### config.mk
export PLATFORM = sky130hd
export DESIGN_NAME = mecanum_body_odometry_unit
export DESIGN_NICKNAME = d
export VERILOG_FILES = /design/src/mbo_pkg.sv /design/src/mecanum_body_odometry_unit.sv
export SDC_FILE = /design/constraint.sdc
export NUM_CORES = 2
export LEC_CHECK = 0
export ABC_AREA = 1
export BUFFER_PORTS_ARGS = -buffer_cell sky130_fd_sc_hd__buf_2
export CORE_MARGIN = 10
export CORE_UTILIZATION = 35
export CTS_CLUSTER_SIZE = 20
export DETAILED_ROUTE_END_ITERATION = 16
export GPL_TIMING_DRIVEN = 0
export MAX_ROUTING_LAYER = met4
export PLACE_DENSITY_LB_ADDON = 0.3
export SLEW_MARGIN = 20
export SYNTH_ARGS = -nofsm -noshare
export SYNTH_HDL_FRONTEND = slang
export SYNTH_SLANG_ARGS = --single-unit
### constraint.sdc
create_clock -name clk_i -period 34.7 [get_ports clk_i]
set_input_delay 1.735 -clock clk_i [delete_from_list [all_inputs] [get_ports clk_i]]
set_output_delay 1.735 -clock clk_i [all_outputs]
set_load 0.005 [all_outputs]
### src/mbo_pkg.sv
`default_nettype none

package mbo_pkg;

  localparam int COUNT_W    = 32;
  localparam int POS_W      = 48;
  localparam int HEAD_W     = 40;
  localparam int CFG_W      = 24;
  localparam int CFG_ADDR_W = 1;

  localparam int DSUM_W     = COUNT_W + 2;
  localparam int PROD_W     = DSUM_W + CFG_W;
  localparam int TMAG_W     = PROD_W - 1;
  localparam int XS_W       = PROD_W + 1;
  localparam int MAGCAP_W   = HEAD_W + 1;
  localparam int DPHI_W     = MAGCAP_W + 2;
  localparam int HS_W       = DPHI_W + 1;
  localparam int RAD_SHIFT  = 16;
  localparam int DEG_K_W    = 30;
  localparam int DEG_SHIFT  = 24;
  localparam int DEG_PROD_W = HEAD_W + DEG_K_W;
  localparam int REM_W      = POS_W + 2;
  localparam int CNT_W      = 6;

  localparam logic [CFG_W-1:0]   MM_PER_COUNT_RST = 24'd65536;
  localparam logic [CFG_W-1:0]   RAD_PER_MM_RST   = 24'd41943;
  localparam logic [DEG_K_W-1:0] DEG_PER_RAD_Q24  = 30'd961263669;

  localparam logic [CFG_ADDR_W-1:0] CFG_MM_PER_COUNT = 1'b0;
  localparam logic [CFG_ADDR_W-1:0] CFG_RAD_PER_MM   = 1'b1;

  localparam logic OP_RESET = 1'b1;

  typedef struct packed {
    logic [POS_W-1:0]  distance;
    logic [POS_W-1:0]  heading_deg;
    logic [HEAD_W-1:0] heading_rad;
    logic [POS_W-1:0]  y_pos;
    logic [POS_W-1:0]  x_pos;
  } mbo_result_t;

endpackage

`default_nettype wire

### src/mecanum_body_odometry_unit.sv
`default_nettype none

// Mecanum body odometry. Each input beat carries four absolute wheel counts; the unit
// forms wrapping deltas, scales them by mm_per_count, applies the mecanum forward
// kinematics and adds the motion to saturating x, y and heading accumulators. Every
// input beat gives exactly one output beat with x, y, heading in radians and degrees,
// and the distance sqrt(x^2 + y^2). A beat with op set, and the first beat after reset,
// only stores the counts, clears the accumulators and returns ok low with zero data.
// An update runs bit-serial scaling by mm_per_count, then a bit-serial sum of squares
// (the rad_per_mm product runs beside it) and then a square root that retires two
// radicand bits per cycle (the degree conversion runs beside it).
// The output register holds a finished beat while the next input is taken.
module mecanum_body_odometry_unit (
  input  wire logic                                  clk_i,
  input  wire logic                                  rst_ni,
  input  wire logic                                  s_axis_tvalid,
  output logic                                       s_axis_tready,
  // front_right_count, front_left_count, rear_left_count, rear_right_count
  input  wire logic [4*mbo_pkg::COUNT_W-1:0]         s_axis_tdata,
  // op
  input  wire logic [0:0]                            s_axis_tuser,
  output logic                                       m_axis_tvalid,
  input  wire logic                                  m_axis_tready,
  // x_pos, y_pos, heading_rad, heading_deg, distance
  output logic [$bits(mbo_pkg::mbo_result_t)-1:0]    m_axis_tdata,
  // ok
  output logic [0:0]                                 m_axis_tuser,
  input  wire logic                                  cfg_we_i,
  input  wire logic [mbo_pkg::CFG_ADDR_W-1:0]        cfg_addr_i,
  input  wire logic [mbo_pkg::CFG_W-1:0]             cfg_wdata_i
);

  localparam logic [2:0] ST_IDLE = 3'd0;
  localparam logic [2:0] ST_PREP = 3'd1;
  localparam logic [2:0] ST_MUL  = 3'd2;
  localparam logic [2:0] ST_ACC  = 3'd3;
  localparam logic [2:0] ST_SQLD = 3'd4;
  localparam logic [2:0] ST_SQR  = 3'd5;
  localparam logic [2:0] ST_ROOT = 3'd6;
  localparam logic [2:0] ST_FIN  = 3'd7;

  localparam int COUNT_W    = mbo_pkg::COUNT_W;
  localparam int POS_W      = mbo_pkg::POS_W;
  localparam int HEAD_W     = mbo_pkg::HEAD_W;
  localparam int CFG_W      = mbo_pkg::CFG_W;
  localparam int DSUM_W     = mbo_pkg::DSUM_W;
  localparam int PROD_W     = mbo_pkg::PROD_W;
  localparam int TMAG_W     = mbo_pkg::TMAG_W;
  localparam int XS_W       = mbo_pkg::XS_W;
  localparam int MAGCAP_W   = mbo_pkg::MAGCAP_W;
  localparam int DPHI_W     = mbo_pkg::DPHI_W;
  localparam int HS_W       = mbo_pkg::HS_W;
  localparam int RAD_SHIFT  = mbo_pkg::RAD_SHIFT;
  localparam int DEG_K_W    = mbo_pkg::DEG_K_W;
  localparam int DEG_SHIFT  = mbo_pkg::DEG_SHIFT;
  localparam int DEG_PROD_W = mbo_pkg::DEG_PROD_W;
  localparam int REM_W      = mbo_pkg::REM_W;
  localparam int CNT_W      = mbo_pkg::CNT_W;
  localparam int DM_W       = TMAG_W + CFG_W;

  function automatic logic [POS_W-1:0] sat_pos(input logic [XS_W-1:0] v);
    logic fits;
    fits = (&v[XS_W-1:POS_W-1]) || !(|v[XS_W-1:POS_W-1]);
    if (fits) begin
      return v[POS_W-1:0];
    end
    return v[XS_W-1] ? {1'b1, {(POS_W-1){1'b0}}} : {1'b0, {(POS_W-1){1'b1}}};
  endfunction

  function automatic logic [HEAD_W-1:0] sat_head(input logic [HS_W-1:0] v);
    logic fits;
    fits = (&v[HS_W-1:HEAD_W-1]) || !(|v[HS_W-1:HEAD_W-1]);
    if (fits) begin
      return v[HEAD_W-1:0];
    end
    return v[HS_W-1] ? {1'b1, {(HEAD_W-1){1'b0}}} : {1'b0, {(HEAD_W-1){1'b1}}};
  endfunction

  logic [2:0]              state_q, state_d;
  logic [CNT_W-1:0]        cnt_q, cnt_d;
  logic                    primed_q;
  logic                    out_valid_q, out_valid_d;
  logic [CFG_W-1:0]        mpc_q, rpm_q;

  logic                    out_ok_q;
  mbo_pkg::mbo_result_t    out_data_q;
  logic                    ok_q;

  logic [COUNT_W-1:0]        last_q [4];
  logic signed [COUNT_W-1:0] delta_q [4];
  logic signed [DSUM_W-1:0]  mx_q, my_q, mt_q;
  logic signed [PROD_W-1:0]  px_q, py_q, pt_q;
  logic [CFG_W-1:0]          mbits_q;

  logic signed [POS_W-1:0]   x_q, y_q;
  logic signed [HEAD_W-1:0]  h_q;
  logic signed [POS_W-1:0]   deg_q;

  logic [TMAG_W-1:0]         dm_a_q, dm_hi_q;
  logic [CFG_W-1:0]          dm_lo_q, dm_b_q;
  logic                      dm_neg_q;
  logic signed [DPHI_W-1:0]  dphi_q;

  logic [POS_W-1:0]          ax_q, ay_q, by_q, sq_hi_q, sq_lo_q;
  logic [REM_W-1:0]          rem_q;
  logic [POS_W-1:0]          root_q;

  logic [HEAD_W-1:0]         ga_q, g_hi_q;
  logic [DEG_K_W-1:0]        g_lo_q, gb_q;
  logic                      g_neg_q;

  logic                      accept, eff_rst, out_free, out_load;
  logic [COUNT_W-1:0]        cur [4];
  logic [PROD_W-1:0]         px_next, py_next, pt_next;
  logic [XS_W-1:0]           x_sum, y_sum;
  logic [TMAG_W:0]           dm_s;
  logic [DM_W-1:0]           dm_full;
  logic [DM_W-RAD_SHIFT-1:0] dm_rnd;
  logic                      dm_big;
  logic [MAGCAP_W:0]         dm_mag;
  logic [DPHI_W-1:0]         dphi_val;
  logic [HS_W-1:0]           h_sum;
  logic [POS_W:0]            sq_s;
  logic [REM_W-1:0]          rem_sh, trial;
  logic [REM_W:0]            diff;
  logic                      ge;
  logic [HEAD_W:0]           g_s;
  logic [DEG_PROD_W-1:0]     g_full;
  logic [DEG_PROD_W-DEG_SHIFT-1:0] g_rnd;
  logic [POS_W-1:0]          deg_val;

  assign accept   = s_axis_tvalid && s_axis_tready;
  assign eff_rst  = !primed_q || (s_axis_tuser[0] == mbo_pkg::OP_RESET);
  assign out_free = !out_valid_q || m_axis_tready;
  assign out_load = (state_q == ST_FIN) && out_free;

  assign s_axis_tready = (state_q == ST_IDLE);
  assign m_axis_tvalid = out_valid_q;
  assign m_axis_tdata  = out_data_q;
  assign m_axis_tuser  = out_ok_q;

  always_comb begin
    for (int i = 0; i < 4; i++) begin
      cur[i] = s_axis_tdata[i*COUNT_W +: COUNT_W];
    end
  end

  assign px_next = {px_q[PROD_W-2:0], 1'b0} + (mbits_q[CFG_W-1] ? PROD_W'(mx_q) : '0);
  assign py_next = {py_q[PROD_W-2:0], 1'b0} + (mbits_q[CFG_W-1] ? PROD_W'(my_q) : '0);
  assign pt_next = {pt_q[PROD_W-2:0], 1'b0} + (mbits_q[CFG_W-1] ? PROD_W'(mt_q) : '0);

  assign x_sum = XS_W'(x_q) + XS_W'($signed(px_q[PROD_W-1:2])) + XS_W'(px_q[1]);
  assign y_sum = XS_W'(y_q) + XS_W'($signed(py_q[PROD_W-1:2])) + XS_W'(py_q[1]);

  assign dm_s     = {1'b0, dm_hi_q} + (dm_b_q[0] ? {1'b0, dm_a_q} : '0);
  assign dm_full  = {dm_hi_q, dm_lo_q};
  assign dm_rnd   = dm_full[DM_W-1:RAD_SHIFT];
  assign dm_big   = |dm_rnd[DM_W-RAD_SHIFT-1:MAGCAP_W];
  assign dm_mag   = dm_big ? {1'b1, {MAGCAP_W{1'b0}}} : {1'b0, dm_rnd[MAGCAP_W-1:0]};
  assign dphi_val = dm_neg_q ? -DPHI_W'(dm_mag) : DPHI_W'(dm_mag);
  assign h_sum    = HS_W'(h_q) + HS_W'(dphi_q);

  assign sq_s = {1'b0, sq_hi_q} + (sq_lo_q[0] ? {1'b0, ax_q} : '0)
              + (by_q[0] ? {1'b0, ay_q} : '0);

  assign rem_sh = {rem_q[POS_W-1:0], sq_hi_q[POS_W-1:POS_W-2]};
  assign trial  = {root_q, 2'b01};
  assign diff   = {1'b0, rem_sh} - {1'b0, trial};
  assign ge     = !diff[REM_W];

  assign g_s     = {1'b0, g_hi_q} + (gb_q[0] ? {1'b0, ga_q} : '0);
  assign g_full  = {g_hi_q, g_lo_q};
  assign g_rnd   = g_full[DEG_PROD_W-1:DEG_SHIFT];
  assign deg_val = g_neg_q ? -POS_W'(g_rnd) : POS_W'(g_rnd);

  always_comb begin
    state_d     = state_q;
    cnt_d       = cnt_q;
    out_valid_d = out_valid_q;
    if (m_axis_tready) begin
      out_valid_d = 1'b0;
    end
    if (out_load) begin
      out_valid_d = 1'b1;
    end
    case (state_q)
      ST_IDLE: begin
        if (accept) begin
          state_d = eff_rst ? ST_FIN : ST_PREP;
        end
      end
      ST_PREP: begin
        state_d = ST_MUL;
        cnt_d   = '0;
      end
      ST_MUL: begin
        if (cnt_q == CNT_W'(CFG_W - 1)) begin
          state_d = ST_ACC;
          cnt_d   = '0;
        end else begin
          cnt_d = cnt_q + 1'b1;
        end
      end
      ST_ACC: begin
        state_d = ST_SQLD;
      end
      ST_SQLD: begin
        state_d = ST_SQR;
        cnt_d   = '0;
      end
      ST_SQR: begin
        if (cnt_q == CNT_W'(POS_W - 1)) begin
          state_d = ST_ROOT;
          cnt_d   = '0;
        end else begin
          cnt_d = cnt_q + 1'b1;
        end
      end
      ST_ROOT: begin
        if (cnt_q == CNT_W'(POS_W - 1)) begin
          state_d = ST_FIN;
          cnt_d   = '0;
        end else begin
          cnt_d = cnt_q + 1'b1;
        end
      end
      ST_FIN: begin
        if (out_free) begin
          state_d = ST_IDLE;
        end
      end
      default: begin
        state_d = ST_IDLE;
        cnt_d   = '0;
      end
    endcase
  end

  always_ff @(posedge clk_i or negedge rst_ni) begin
    if (!rst_ni) begin
      state_q     <= ST_IDLE;
      cnt_q       <= '0;
      primed_q    <= 1'b0;
      out_valid_q <= 1'b0;
      mpc_q       <= mbo_pkg::MM_PER_COUNT_RST;
      rpm_q       <= mbo_pkg::RAD_PER_MM_RST;
    end else begin
      state_q     <= state_d;
      cnt_q       <= cnt_d;
      out_valid_q <= out_valid_d;
      if (accept) begin
        primed_q <= 1'b1;
      end
      if (cfg_we_i) begin
        case (cfg_addr_i)
          mbo_pkg::CFG_MM_PER_COUNT: mpc_q <= cfg_wdata_i;
          mbo_pkg::CFG_RAD_PER_MM:   rpm_q <= cfg_wdata_i;
          default: ;
        endcase
      end
    end
  end

  always_ff @(posedge clk_i) begin
    case (state_q)
      ST_IDLE: begin
        if (accept) begin
          ok_q <= !eff_rst;
          for (int i = 0; i < 4; i++) begin
            last_q[i]  <= cur[i];
            delta_q[i] <= cur[i] - last_q[i];
          end
          if (eff_rst) begin
            x_q    <= '0;
            y_q    <= '0;
            h_q    <= '0;
            deg_q  <= '0;
            root_q <= '0;
          end
        end
      end
      ST_PREP: begin
        mx_q <= DSUM_W'(delta_q[0]) + DSUM_W'(delta_q[1])
              + DSUM_W'(delta_q[2]) + DSUM_W'(delta_q[3]);
        my_q <= DSUM_W'(delta_q[0]) - DSUM_W'(delta_q[1])
              + DSUM_W'(delta_q[2]) - DSUM_W'(delta_q[3]);
        mt_q <= DSUM_W'(delta_q[0]) - DSUM_W'(delta_q[1])
              - DSUM_W'(delta_q[2]) + DSUM_W'(delta_q[3]);
        px_q    <= '0;
        py_q    <= '0;
        pt_q    <= '0;
        mbits_q <= mpc_q;
      end
      ST_MUL: begin
        px_q    <= px_next;
        py_q    <= py_next;
        pt_q    <= pt_next;
        mbits_q <= {mbits_q[CFG_W-2:0], 1'b0};
      end
      ST_ACC: begin
        x_q      <= sat_pos(x_sum);
        y_q      <= sat_pos(y_sum);
        dm_a_q   <= TMAG_W'(pt_q[PROD_W-1] ? -pt_q : pt_q);
        dm_neg_q <= pt_q[PROD_W-1];
        dm_hi_q  <= TMAG_W'(1) << (RAD_SHIFT - 1);
        dm_b_q   <= rpm_q;
      end
      ST_SQLD: begin
        ax_q    <= x_q[POS_W-1] ? -x_q : x_q;
        ay_q    <= y_q[POS_W-1] ? -y_q : y_q;
        sq_lo_q <= x_q[POS_W-1] ? -x_q : x_q;
        by_q    <= y_q[POS_W-1] ? -y_q : y_q;
        sq_hi_q <= '0;
        rem_q   <= '0;
        root_q  <= '0;
      end
      ST_SQR: begin
        sq_hi_q <= sq_s[POS_W:1];
        sq_lo_q <= {sq_s[0], sq_lo_q[POS_W-1:1]};
        by_q    <= {1'b0, by_q[POS_W-1:1]};
        if (cnt_q < CNT_W'(CFG_W)) begin
          dm_hi_q <= dm_s[TMAG_W:1];
          dm_lo_q <= {dm_s[0], dm_lo_q[CFG_W-1:1]};
          dm_b_q  <= {1'b0, dm_b_q[CFG_W-1:1]};
        end
        if (cnt_q == CNT_W'(CFG_W)) begin
          dphi_q <= dphi_val;
        end
        if (cnt_q == CNT_W'(CFG_W + 1)) begin
          h_q <= sat_head(h_sum);
        end
        if (cnt_q == CNT_W'(CFG_W + 2)) begin
          ga_q    <= h_q[HEAD_W-1] ? -h_q : h_q;
          g_neg_q <= h_q[HEAD_W-1];
          g_hi_q  <= HEAD_W'(1) << (DEG_SHIFT - 1);
          gb_q    <= mbo_pkg::DEG_PER_RAD_Q24;
        end
      end
      ST_ROOT: begin
        rem_q   <= ge ? diff[REM_W-1:0] : rem_sh;
        root_q  <= {root_q[POS_W-2:0], ge};
        sq_hi_q <= {sq_hi_q[POS_W-3:0], sq_lo_q[POS_W-1:POS_W-2]};
        sq_lo_q <= {sq_lo_q[POS_W-3:0], 2'b00};
        if (cnt_q < CNT_W'(DEG_K_W)) begin
          g_hi_q <= g_s[HEAD_W:1];
          g_lo_q <= {g_s[0], g_lo_q[DEG_K_W-1:1]};
          gb_q   <= {1'b0, gb_q[DEG_K_W-1:1]};
        end
        if (cnt_q == CNT_W'(DEG_K_W)) begin
          deg_q <= deg_val;
        end
      end
      ST_FIN: begin
        if (out_load) begin
          out_ok_q               <= ok_q;
          out_data_q.x_pos       <= x_q;
          out_data_q.y_pos       <= y_q;
          out_data_q.heading_rad <= h_q;
          out_data_q.heading_deg <= deg_q;
          out_data_q.distance    <= root_q;
        end
      end
      default: ;
    endcase
  end

`ifndef NO_ASSERTIONS
  a_update_starts: assert property (@(posedge clk_i) disable iff (!rst_ni)
    (accept && primed_q && (s_axis_tuser[0] != mbo_pkg::OP_RESET)) |=> (state_q == ST_PREP))
    else $error("update beat did not start the scaling sequence");

  a_reset_beat_zero: assert property (@(posedge clk_i) disable iff (!rst_ni)
    (m_axis_tvalid && (m_axis_tuser[0] == 1'b0)) |-> (m_axis_tdata == '0))
    else $error("reset beat carries nonzero data");

  a_root_remainder: assert property (@(posedge clk_i) disable iff (!rst_ni)
    (state_q == ST_ROOT) |-> (rem_q <= REM_W'({root_q, 1'b0})))
    else $error("square root remainder out of range");

  a_primed_after_beat: assert property (@(posedge clk_i) disable iff (!rst_ni)
    accept |=> primed_q)
    else $error("unit not primed after an input beat");

  a_result_from_fin: assert property (@(posedge clk_i) disable iff (!rst_ni)
    $rose(m_axis_tvalid) |-> ($past(state_q) == ST_FIN))
    else $error("output beat raised outside the finish step");
`endif

endmodule

`default_nettype wire

==> flow_summary.json <==
{
  "clk_path_buf_depth": 4,
  "fin_skew_ns": 0.113,
  "grt_pass1_wl_mm": 582,
  "multi_input_area_um2": 59800,
  "worstSkewPairLatency_ns": 0.94,
  "grt_max_degree": 72,
  "total_power_w": 0.00441,
  "final_layout_size_suffix_gt1_share_pct": 7.18,
  "synth_seq_cells": 1674,
  "fin_crit_sh_pct": 17.8,
  "worstMarginPinSlew_ns": 1.10,
  "ys_async_sr_fraction_pct": 3.52,
  "hold_buffers": 0,
  "place_congestion": 0.989,
  "core_region_area_um2": 340000,
  "cts_root_buf": "clkbuf_16",
  "cp_max_fo": 4,
  "syn_inst": 14600,
  "fmax_mhz": 162,
  "placementRows": 214,
  "postCtsResizedCells": 0,
  "num_io_pins": 394,
  "min_period_ns": 6.18,
  "p_per_area_nw_per_um2": 32.6,
  "drv_cap": 0,
  "die_x_um": 604,
  "grt_pass1_vias": 97800,
  "hp-class": "reg2reg",
  "setup_viol": 0,
  "vdd.ir_drop.worst_v": 0.0000374,
  "drc": 0,
  "yosysWarningCount": 0,
  "wirelength_mm": 387,
  "cts_tree": "yes",
  "cts_buffers": 200,
  "rsz0062_at_grt": "false",
  "die_area_um2": 365000,
  "initialDrtViolationCount": 8211,
  "overflow": 0,
  "ant_nets": 0,
  "end_kind": "register",
  "dp_slack_ns": 28.59,
  "synth_flop_cell": "edfxtp_1",
  "dr.pass1.iters": 6,
  "area_growth_pct": 13.2,
  "start_kind": "register",
  "clock_sinks": 1674,
  "synth.avg_cell_area_um2": 8.17,
  "die_y_um": 604,
  "postCtsSetupBuffers": 0,
  "portBuffers": 393,
  "setup_ws_ns": 28.52,
  "ys_types": 65,
  "total_leakage_power_nw": 59.5,
  "hold_viol_final": 0,
  "hpwlAfterDp_mm": 320,
  "vias": 101000,
  "via_per_inst": 5.03,
  "synth-edff-count": 1615,
  "outcome": "finished, final reports clean",
  "setup_tns_ns": 0,
  "cp_data_required_time_ns": 35.28,
  "netlist_area_um2": 120000,
  "num-fill-cells": 35000,
  "dpl.cell_count": 19600,
  "track_usage_pct": 21.0,
  "final_max_slew_viol_count": 0,
  "register_area_um2": 50000,
  "cts_max_level": 4,
  "slew_headroom_pct": 26.5,
  "criticalPathCategory": "reg2reg",
  "arrival_ns": 6.77,
  "path_clk_slew_ns": 0.06,
  "yosysSeqAreaShare_pct": 41.8,
  "synth_fp_nets": 15800,
  "routedWlPerCell_um": 19.3,
  "stdcell_count": 20000,
  "antenna_found_initial": 29,
  "nets": 16400,
  "initial_core_util_pct": 35.2
}
## cells by family (layout without fill, tap and decap cells)
logic type / count (synthesis) / after routing / synth area share [%]
adder cells (fa/ha/maj): 975 / 975 / 11.4
AO/OA/AOI/OAI: 3089 / 3089 / 14.4
XOR/XNOR: 659 / 659 / 4.83
AND/OR/NAND/NOR: 5644 / 5644 / 19.2
buffers and inverters: 2589 / 3414 / 8.28
flip-flops: 1674 / 1674 / 41.8
other: 0 / 12 / 0
## routing by layer
metal	part of all wire, %	GRT usage, %	wire [um]
met2	45	33.7	176000
met5	0	-	0
met3	5.4	2.39	21000
met4	3.5	6.51	13600
met1	46	27.9	177000
## worst max-delay path: stages (launching register included)
cell	delay [ns]
edfxtp_1	0.43
inv_1	0.07
ha_1	0.22
fa_1	0.42
o21ai_1	0.22
nand2_1	0.09
a21oi_1	0.22
a21boi_0	0.18
o21ai_1	0.41
nand3_1	0.16
nand2_1	0.17
nand2_1	0.06
nand2_1	0.18
nand2_1	0.07
nand2_1	0.07
xor2_1	0.33
fa_1	0.53
ha_1	0.41
a21oi_1	0.21
a21boi_0	0.30
nand2_1	0.11
a221oi_1	0.26
nand2_1	0.17
a21boi_0	0.29
o21ai_0	0.15
xor2_1	0.15
## cell usage after synthesis (11+ instances only)
cell,count,area share (%)
nand2_1,3241,10
inv_1,2332,7.3
edfxtp_1,1615,41
nor2_1,1469,4.6
a21oi_1,1400,5.9
o21ai_0,944,4.0
ha_1,780,8.2
xor2_1,419,3.1
nand3_1,348,1.5
xnor2_1,240,1.8
nor3_1,206,0.86
a31oi_1,202,1.1
fa_1,195,3.3
clkbuf_1,172,0.54
nand4_1,99,0.52
a21o_1,97,0.61
o21a_1,83,0.52
nand2_2,71,0.37
o21bai_1,69,0.43
nor4_1,68,0.36
a21oi_2,60,0.44
dfrtp_1,48,1.0
o221ai_1,48,0.35
a21boi_0,41,0.26
nor2_2,37,0.19
inv_2,30,0.094
or2_2,27,0.14
o211ai_1,24,0.15
o31ai_1,23,0.14
and3_1,18,0.094
nand3b_1,18,0.11
a221oi_1,17,0.12
buf_1,17,0.053
a211oi_1,16,0.10
o2111ai_1,16,0.12
buf_2,15,0.063
nand3_2,15,0.13
dfstp_2,11,0.24
## final cells by class
class,instances,area share (%)
multi-input cells,10400,44.2
flip-flops and latches,1674,36.9
inverters,2366,6.57
well taps,4536,4.19
clock buffers,234,3.85
repair buffers,458,2.51
clock inverters,133,0.951
plain buffers,223,0.773
diodes,12,0.0222
## cell usage in the layout, fill, tap and decap left out, drive strengths merged, types with 363 or more instances in the layout
cell type / netlist / routed
a21oi: 1460 / 1460
buf: 51 / 509
clkbuf: 172 / 406
edfxtp: 1615 / 1615
ha: 780 / 780
inv: 2362 / 2372
nand2: 3312 / 3312
nand3: 363 / 363
nor2: 1511 / 1511
o21ai: 954 / 954
xor2: 419 / 419
## final timing paths
kind,depth (start not counted),to,start,slack (ns)
max in group asynchronous,2,mpc_q[16]$_DFFE_PN1P_,rst_ni,33.37
worst min-delay path,0,m_axis_tdata[170]$_DFFE_PP_,deg_q[34]$_SDFFCE_PN0P_,0.41
worst min register to register,0,m_axis_tdata[170]$_DFFE_PP_,deg_q[34]$_SDFFCE_PN0P_,0.41
min in group asynchronous,1,cnt_q[0]$_DFFE_PN0P_,rst_ni,0.69
worst max-delay path,25,mt_q[33]$_DFFE_PP_,delta_q[0][0]$_DFFE_PP_,28.52
worst max register to register,25,mt_q[33]$_DFFE_PP_,delta_q[0][0]$_DFFE_PP_,28.52
## sequential cells by signal, summed over array words and instances, names as in the netlist, 57 cells and up
register      count
m_axis_tdata    232
delta_q         128
last_q          128
px_q             58
py_q             58
dm_a_q           57
dm_hi_q          57
pt_q             57
## per-stage QoR
stage          util, %  hold WS [ns]  area, um^2
2_1_floorplan        -         0.400      120000
3_3_place_gp      37.4         0.401      127000
3_5_place_dp      37.9         0.405      129000
4_1_cts           39.8         0.415      135000
5_1_grt           39.8         0.424      135000
6_report          39.8         0.412      135000
## where the power goes
| group | switching (W) | internal (W) | leakage [nW] |
|---|---|---|---|
| clock | 0.000899 | 0.00122 | 3.13 |
| sequential | 0.00000392 | 0.00220 | 14.3 |
| combinational | 0.0000593 | 0.0000343 | 42.1 |
| total | 0.000962 | 0.00345 | 59.5 |
Power figures use the tool's default switching activity.
